[config.mk]
export PLATFORM = sky130hd
export DESIGN_NAME = api_transmit_frame_builder
export DESIGN_NICKNAME = d
export VERILOG_FILES = /design/src/rtl/atfb_pkg.sv /design/src/rtl/api_transmit_frame_builder.sv
export SDC_FILE = /design/constraint.sdc
export NUM_CORES = 1
export LEC_CHECK = 0
export BUFFER_PORTS_ARGS = -buffer_cell sky130_fd_sc_hd__buf_2
export CORE_MARGIN = 5
export CORE_UTILIZATION = 51
export DETAILED_ROUTE_END_ITERATION = 7
export PLACE_DENSITY = 0.83
export SYNTH_ARGS = -nofsm -noshare
export SYNTH_HDL_FRONTEND = slang
export SYNTH_SLANG_ARGS = --single-unit
[constraint.sdc]
create_clock -name clk -period 4.33 [get_ports clk]
set_input_delay 0.433 -clock clk [delete_from_list [all_inputs] [get_ports clk]]
set_output_delay 0.433 -clock clk [all_outputs]
set_load 0.005 [all_outputs]
[src/rtl/atfb_pkg.sv]
package atfb_pkg;

  localparam int unsigned MAX_PAYLOAD = 8;

  localparam logic [7:0] START_BYTE = 8'h7E;
  localparam logic [7:0] FRAME_TYPE = 8'h10;
  localparam logic [7:0] HEADER_LEN = 8'd16;
  localparam logic [7:0] ID_LAST    = 8'd254;
  localparam logic [7:0] MARK_DATA  = 8'h00;
  localparam logic [7:0] MARK_UNIT  = 8'hFF;

  // byte positions within the frame
  localparam int unsigned IDX_W = 5;
  localparam logic [IDX_W-1:0] IDX_START   = 5'd0;
  localparam logic [IDX_W-1:0] IDX_LEN_HI  = 5'd1;
  localparam logic [IDX_W-1:0] IDX_LEN_LO  = 5'd2;
  localparam logic [IDX_W-1:0] IDX_TYPE    = 5'd3;
  localparam logic [IDX_W-1:0] IDX_ID      = 5'd4;
  localparam logic [IDX_W-1:0] IDX_ADDR7   = 5'd5;
  localparam logic [IDX_W-1:0] IDX_ADDR6   = 5'd6;
  localparam logic [IDX_W-1:0] IDX_ADDR5   = 5'd7;
  localparam logic [IDX_W-1:0] IDX_ADDR4   = 5'd8;
  localparam logic [IDX_W-1:0] IDX_ADDR3   = 5'd9;
  localparam logic [IDX_W-1:0] IDX_ADDR2   = 5'd10;
  localparam logic [IDX_W-1:0] IDX_ADDR1   = 5'd11;
  localparam logic [IDX_W-1:0] IDX_ADDR0   = 5'd12;
  localparam logic [IDX_W-1:0] IDX_NET1    = 5'd13;
  localparam logic [IDX_W-1:0] IDX_NET0    = 5'd14;
  localparam logic [IDX_W-1:0] IDX_RADIUS  = 5'd15;
  localparam logic [IDX_W-1:0] IDX_OPTIONS = 5'd16;
  localparam logic [IDX_W-1:0] IDX_SENSOR  = 5'd17;
  localparam logic [IDX_W-1:0] IDX_MARKER  = 5'd18;
  localparam logic [IDX_W-1:0] IDX_PAYLOAD = 5'd19;

  localparam int unsigned CFG_IDX_W = 3;
  localparam logic [CFG_IDX_W-1:0] REG_DEST_ADDR = 3'd0;
  localparam logic [CFG_IDX_W-1:0] REG_DEST_NET  = 3'd1;
  localparam logic [CFG_IDX_W-1:0] REG_RADIUS    = 3'd2;
  localparam logic [CFG_IDX_W-1:0] REG_OPTIONS   = 3'd3;

  typedef struct packed {
    logic [7:0]  sensor_id;
    logic        is_unit;
    logic [3:0]  payload_len;
    logic [63:0] payload;
  } in_word_t;

  typedef struct packed {
    logic [7:0] frame_byte;
    logic       last;
  } out_word_t;

  typedef enum logic {
    ST_IDLE,
    ST_SEND
  } state_t;

endpackage

[src/rtl/api_transmit_frame_builder.sv]
// Builds one API transmit-request frame per input word and streams it out one
// byte per output word, start byte first and checksum (flagged by last) at the
// end. A payload_len above eight is taken as eight, so a frame is 20 bytes plus
// the saturated length. With out_ready held high the block captures an input
// word, then walks the frame byte counter over its bytes at one byte per cycle,
// with a single 8-bit adder accumulating the checksum and the payload held in
// a shift register; a low out_ready holds the next byte back. in_ready is low
// while a frame is being sent. Configuration writes land immediately and must
// be made only while the block is idle.
module api_transmit_frame_builder (
  input  logic                                clk,
  input  logic                                rst_n,
  input  logic                                in_valid,
  output logic                                in_ready,
  input  atfb_pkg::in_word_t                  in_data,
  output logic                                out_valid,
  input  logic                                out_ready,
  output atfb_pkg::out_word_t                 out_data,
  input  logic                                cfg_we,
  input  logic [atfb_pkg::CFG_IDX_W-1:0]      cfg_index,
  input  logic [63:0]                         cfg_wdata
);

  atfb_pkg::state_t state_r, state_nxt;

  logic [63:0] dest_addr_r;
  logic [15:0] dest_net_r;
  logic [7:0]  radius_r;
  logic [7:0]  options_r;
  logic [7:0]  frame_cnt_r;

  logic [7:0]  sensor_r;
  logic        unit_r;
  logic [3:0]  len_r;
  logic [63:0] payload_r;
  logic [atfb_pkg::IDX_W-1:0] end_idx_r;

  logic [atfb_pkg::IDX_W-1:0] idx_r, idx_nxt;
  logic [7:0]  sum_r, sum_nxt;

  logic        out_valid_r, out_valid_nxt;
  atfb_pkg::out_word_t out_r, out_nxt;

  logic        in_fire;
  logic        slot_free;
  logic        load;
  logic        at_end;
  logic        in_payload;
  logic        summed;
  logic [7:0]  byte_sel;
  logic [3:0]  len_sat;

  assign in_ready  = (state_r == atfb_pkg::ST_IDLE);
  assign in_fire   = in_valid && in_ready;
  assign slot_free = !out_valid_r || out_ready;
  assign load      = (state_r == atfb_pkg::ST_SEND) && slot_free;
  assign at_end    = (idx_r == end_idx_r);
  assign in_payload = (idx_r >= atfb_pkg::IDX_PAYLOAD) && !at_end;
  assign summed    = (idx_r >= atfb_pkg::IDX_TYPE) && !at_end;
  assign len_sat   = (in_data.payload_len > 4'(atfb_pkg::MAX_PAYLOAD)) ?
                     4'(atfb_pkg::MAX_PAYLOAD) : in_data.payload_len;

  assign out_valid = out_valid_r;
  assign out_data  = out_r;

  // next state
  always_comb begin
    state_nxt = state_r;
    unique case (state_r)
      atfb_pkg::ST_IDLE: begin
        if (in_valid) state_nxt = atfb_pkg::ST_SEND;
      end
      atfb_pkg::ST_SEND: begin
        if (slot_free && at_end) state_nxt = atfb_pkg::ST_IDLE;
      end
      default: state_nxt = atfb_pkg::ST_IDLE;
    endcase
  end

  // byte select
  always_comb begin
    unique case (idx_r)
      atfb_pkg::IDX_START:   byte_sel = atfb_pkg::START_BYTE;
      atfb_pkg::IDX_LEN_HI:  byte_sel = 8'h00;
      atfb_pkg::IDX_LEN_LO:  byte_sel = atfb_pkg::HEADER_LEN + {4'h0, len_r};
      atfb_pkg::IDX_TYPE:    byte_sel = atfb_pkg::FRAME_TYPE;
      atfb_pkg::IDX_ID:      byte_sel = frame_cnt_r;
      atfb_pkg::IDX_ADDR7:   byte_sel = dest_addr_r[63:56];
      atfb_pkg::IDX_ADDR6:   byte_sel = dest_addr_r[55:48];
      atfb_pkg::IDX_ADDR5:   byte_sel = dest_addr_r[47:40];
      atfb_pkg::IDX_ADDR4:   byte_sel = dest_addr_r[39:32];
      atfb_pkg::IDX_ADDR3:   byte_sel = dest_addr_r[31:24];
      atfb_pkg::IDX_ADDR2:   byte_sel = dest_addr_r[23:16];
      atfb_pkg::IDX_ADDR1:   byte_sel = dest_addr_r[15:8];
      atfb_pkg::IDX_ADDR0:   byte_sel = dest_addr_r[7:0];
      atfb_pkg::IDX_NET1:    byte_sel = dest_net_r[15:8];
      atfb_pkg::IDX_NET0:    byte_sel = dest_net_r[7:0];
      atfb_pkg::IDX_RADIUS:  byte_sel = radius_r;
      atfb_pkg::IDX_OPTIONS: byte_sel = options_r;
      atfb_pkg::IDX_SENSOR:  byte_sel = sensor_r;
      atfb_pkg::IDX_MARKER:  byte_sel = unit_r ? atfb_pkg::MARK_UNIT : atfb_pkg::MARK_DATA;
      default:               byte_sel = at_end ? ~sum_r : payload_r[7:0];
    endcase
  end

  // outputs of the sequencer
  always_comb begin
    idx_nxt       = idx_r;
    sum_nxt       = sum_r;
    out_nxt       = out_r;
    out_valid_nxt = out_valid_r && !out_ready;
    unique case (state_r)
      atfb_pkg::ST_IDLE: begin
        if (in_valid) begin
          idx_nxt = atfb_pkg::IDX_START;
          sum_nxt = 8'h00;
        end
      end
      atfb_pkg::ST_SEND: begin
        if (load) begin
          out_nxt.frame_byte = byte_sel;
          out_nxt.last       = at_end;
          out_valid_nxt      = 1'b1;
          idx_nxt            = idx_r + 1'b1;
          if (summed) sum_nxt = sum_r + byte_sel;
        end
      end
      default: ;
    endcase
  end

  always_ff @(posedge clk) begin
    if (!rst_n) begin
      state_r     <= atfb_pkg::ST_IDLE;
      out_valid_r <= 1'b0;
      frame_cnt_r <= 8'h00;
      dest_addr_r <= 64'h0;
      dest_net_r  <= 16'h0;
      radius_r    <= 8'h00;
      options_r   <= 8'h00;
    end else begin
      state_r     <= state_nxt;
      out_valid_r <= out_valid_nxt;
      if (load && at_end) begin
        frame_cnt_r <= (frame_cnt_r == atfb_pkg::ID_LAST) ? 8'h00 : frame_cnt_r + 8'd1;
      end
      if (cfg_we) begin
        case (cfg_index)
          atfb_pkg::REG_DEST_ADDR: dest_addr_r <= cfg_wdata;
          atfb_pkg::REG_DEST_NET:  dest_net_r  <= cfg_wdata[15:0];
          atfb_pkg::REG_RADIUS:    radius_r    <= cfg_wdata[7:0];
          atfb_pkg::REG_OPTIONS:   options_r   <= cfg_wdata[7:0];
          default: ;
        endcase
      end
    end
  end

  // payload path: capture, then shift one byte out per payload word
  always_ff @(posedge clk) begin
    idx_r <= idx_nxt;
    sum_r <= sum_nxt;
    out_r <= out_nxt;
    if (in_fire) begin
      sensor_r  <= in_data.sensor_id;
      unit_r    <= in_data.is_unit;
      len_r     <= len_sat;
      payload_r <= in_data.payload;
      end_idx_r <= atfb_pkg::IDX_PAYLOAD + {1'b0, len_sat};
    end else if (load && in_payload) begin
      payload_r <= {8'h00, payload_r[63:8]};
    end
  end

  a_end_bound: assert property (@(posedge clk) disable iff (!rst_n)
    state_r == atfb_pkg::ST_SEND |-> idx_r <= end_idx_r)
    else $error("byte counter ran past the checksum position");

  a_id_range: assert property (@(posedge clk) disable iff (!rst_n)
    frame_cnt_r != 8'hFF)
    else $error("frame id reached the reserved value");

  a_start: assert property (@(posedge clk) disable iff (!rst_n)
    in_fire |=> state_r == atfb_pkg::ST_SEND && idx_r == atfb_pkg::IDX_START
                && sum_r == 8'h00)
    else $error("frame did not start cleanly");

  a_finish: assert property (@(posedge clk) disable iff (!rst_n)
    load && at_end |=> state_r == atfb_pkg::ST_IDLE && out_valid_r && out_r.last)
    else $error("checksum word not flagged or sequencer not idle");

  a_last_only_end: assert property (@(posedge clk) disable iff (!rst_n)
    load && !at_end |=> !out_r.last)
    else $error("last flagged before the checksum");

endmodule
==> results_dict.tcl <==
set metrics [dict create \
    clkPwrFrac 0.396 \
    cts.sinks 210 \
    synth_warnings 0 \
    numCtsBuffers 24 \
    setup_viol 0 \
    place_hpwl_um 20000 \
    placedInstanceArea_um2 10900 \
    dr.pass1.iters 7 \
    post_cts_buffers 0 \
    via_count 8125 \
    status "complete, no violations" \
    synth_commonest_cells "398 x nand2_1, 106 x dfxtp_1, 104 x edfxtp_1" \
    numPortBuffers 159 \
    syn_nets 1228 \
    cts_resized 0 \
    final_area_um2 11700 \
    wl_um 27400 \
    ys.flop_type "dfxtp_1" \
    antenna_found_initial 1 \
    routedWlPerCell_um 18.4 \
    start_kind "flip-flop" \
    crit_path_start "idx_r[0]$_SDFFCE_PN0P_" \
    dr_wl_met3_um 2220 \
    die_area_um2 22200 \
    total_power_mw 5.15 \
    core_area_um2 18800 \
    place_worst_setup_slack_ns 0.257 \
    worstMarginPinSlew_ns 0.812 \
    postRouteAntennaNets 0 \
    critPathMaxFanout 15 \
    initial_core_util 0.523 \
    routed-wl-met2_um 12500 \
    p_sw_mw 1.32 \
    final_cells 1487 \
    avgSynthCellArea_um2 9.26 \
    clock_latency_ns 0.52 \
    report.final.slew_viol_count 0 \
    synth_edf_count 104 \
    gp_congestion 1.07 \
    setup_ws_ns 0.269 \
    worstSetupPathType "reg -> reg" \
    maxCapViolCount 0 \
    cts_buffer_depth 3 \
    clock_skew_ns 0.0115 \
    synthTopCellsByArea "edfxtp_1 32%, dfxtp_1 22%, nand2_1 15%" \
    async_reset_ff_frac 0 \
    drcViolationCount 0 \
    routed_via_density 5.46 \
    highest_layer "met5" \
    synth_top_area_frac 0.317 \
    tns_ns 0 \
    power.density_nw_per_um2 439 \
    antenna_cells 0 \
    worst_hold_slack_ns 0.0867 \
    swShare 0.257 \
    num_rows 50 \
    worstPathRequired_ns 4.71 \
    cts_tree "done" \
    overflow 0 \
    io_pins 160 \
    post-route-util 0.622 \
    grt_util_all_layers 0.244 \
    hold_class "in -> reg" \
    power_frac_seq 0.454 \
    min_from "in_data[76]" \
    fmax_ghz 0.246 \
    fill_cells 1542 \
    wl_met1_um 11700 \
    grt_start_max_net_pins 65 \
    leakagePower_nw 4.69 \
    fin_crit_sh 0.938 \
    timing.rr.start "idx_r[0]$_SDFFCE_PN0P_" \
    grt_pass1_vias 8109 \
    initialDrtViolationCount 779 \
    clk_pin_slew_ns 0.06 \
    rsz0062_at_grt "false" \
    worst-r2r-setup-slack_ns 0.27 \
    synth_seq_cells 210 \
    dieHeight_um 149 \
    synth_most_common_cell "nand2_1" \
    crit_path_end_kind "flip-flop" \
    synth.distinct_cells 68 \
    combPwrFrac 0.150 \
    hold_viol 0 \
    ctsHoldBuffers 0 \
    syn2layout_area_growth_pct 19.0 \
    netlist_area_um2 9840 \
    h-tree-depth 1 \
    ys_seq_area_frac 0.533 \
    fin_crit_ns 4.06 \
    yosysTopAreaCell "edfxtp_1" \
    crit_arrival_ns 4.44 \
    placed_cells 1443 \
    internal_power_mw 3.82 \
    grt_pass1_wl_um 43100 \
    max_slew_margin 0.458 \
    drive_gt1_frac 0.200 \
    syn_inst 1063 \
    die_w_um 149 \
    root_buffer "clkbuf_16" \
    fin_nets 1375 \
    vdd_drop_max_v 0.000374 \
]
-- power groups by stage --
stage / Combinational [mW] / Sequential [mW] / Clock [mW]
final: 0.773 / 2.33 / 2.04
after global routing: 0.860 / 2.34 / 2.16
after CTS: 0.767 / 2.33 / 2.07
after detailed placement: 0.765 / 2.37 / 0
after global placement: 0.742 / 2.37 / 0
after floorplan: 0.517 / 2.35 / 0
-- kinds of logic after synthesis --
group | Yosys count | synth area share
xor+xnor | 20 | 0.0178
buf+inv | 82 | 0.0367
simple gates | 519 | 0.222
other cells | 1 | 0.000381
fa+ha+maj | 16 | 0.0211
flops | 210 | 0.533
compound gates | 200 | 0.152
mux | 15 | 0.0166
-- path summary, 6_finish.rpt --
path | to | depth (start not counted)
hold reg to reg | dest_net_r[14]$_SDFFE_PN0P_ | 2
hold / removal | sensor_r[7]$_DFFE_PP_ | 1
setup / recovery | sum_r[7]$_SDFFCE_PN0P_ | 16
setup reg to reg | sum_r[7]$_SDFFCE_PN0P_ | 16
-- sequential cells by signal (all words and copies together), names as in the netlist --
name	count
out_valid	1
dest_net_r	16
radius_r	8
idx_r	5
frame_cnt_r	8
payload_r	64
state_r	1
sum_r	8
dest_addr_r	64
unit_r	1
options_r	8
end_idx_r	5
len_r	4
out_data	9
sensor_r	8
-- critical path, stage by stage (launching register included) --
cell       delay (ns)
edfxtp_1         0.46
inv_1            0.10
ha_1             0.36
buf_12           0.22
a31oi_1          0.16
nor3_1           0.06
buf_4            0.15
a2111oi_0        0.40
nand2_1          0.12
o22a_1           0.27
ha_1             0.30
a21o_1           0.10
a21oi_1          0.09
o211a_1          0.25
or2_2            0.31
or4_1            0.48
nand4_1          0.10
-- layer usage --
metal  up-vias  GRT usage
li1       3933          -
met1      3798      0.336
met2       325      0.387
met3        67     0.0477
met4         2     0.0851
met5         -          0
-- area by class of cell --
cell class	count	area (um^2)	area share
sequential	210	5250	0.448
multi-input combinational	771	4250	0.363
timing repair buffer	189	1030	0.0882
clock buffer	35	738	0.0630
tap	260	325	0.0278
clock inverter	8	75.1	0.00641
inverter	14	52.6	0.00448
-- placed cells by master, fill, tap and decap left out, types with 13 or more instances in the layout --
cell / count
clkbuf_16: 27
a22oi_1: 14
ha_1: 15
inv_1: 13
buf_2: 159
nand2_1: 396
buf_4: 29
nor2_1: 34
edfxtp_1: 104
o21ai_0: 15
dfxtp_1: 106
a21boi_0: 96
(Power assumes the default switching activity.)
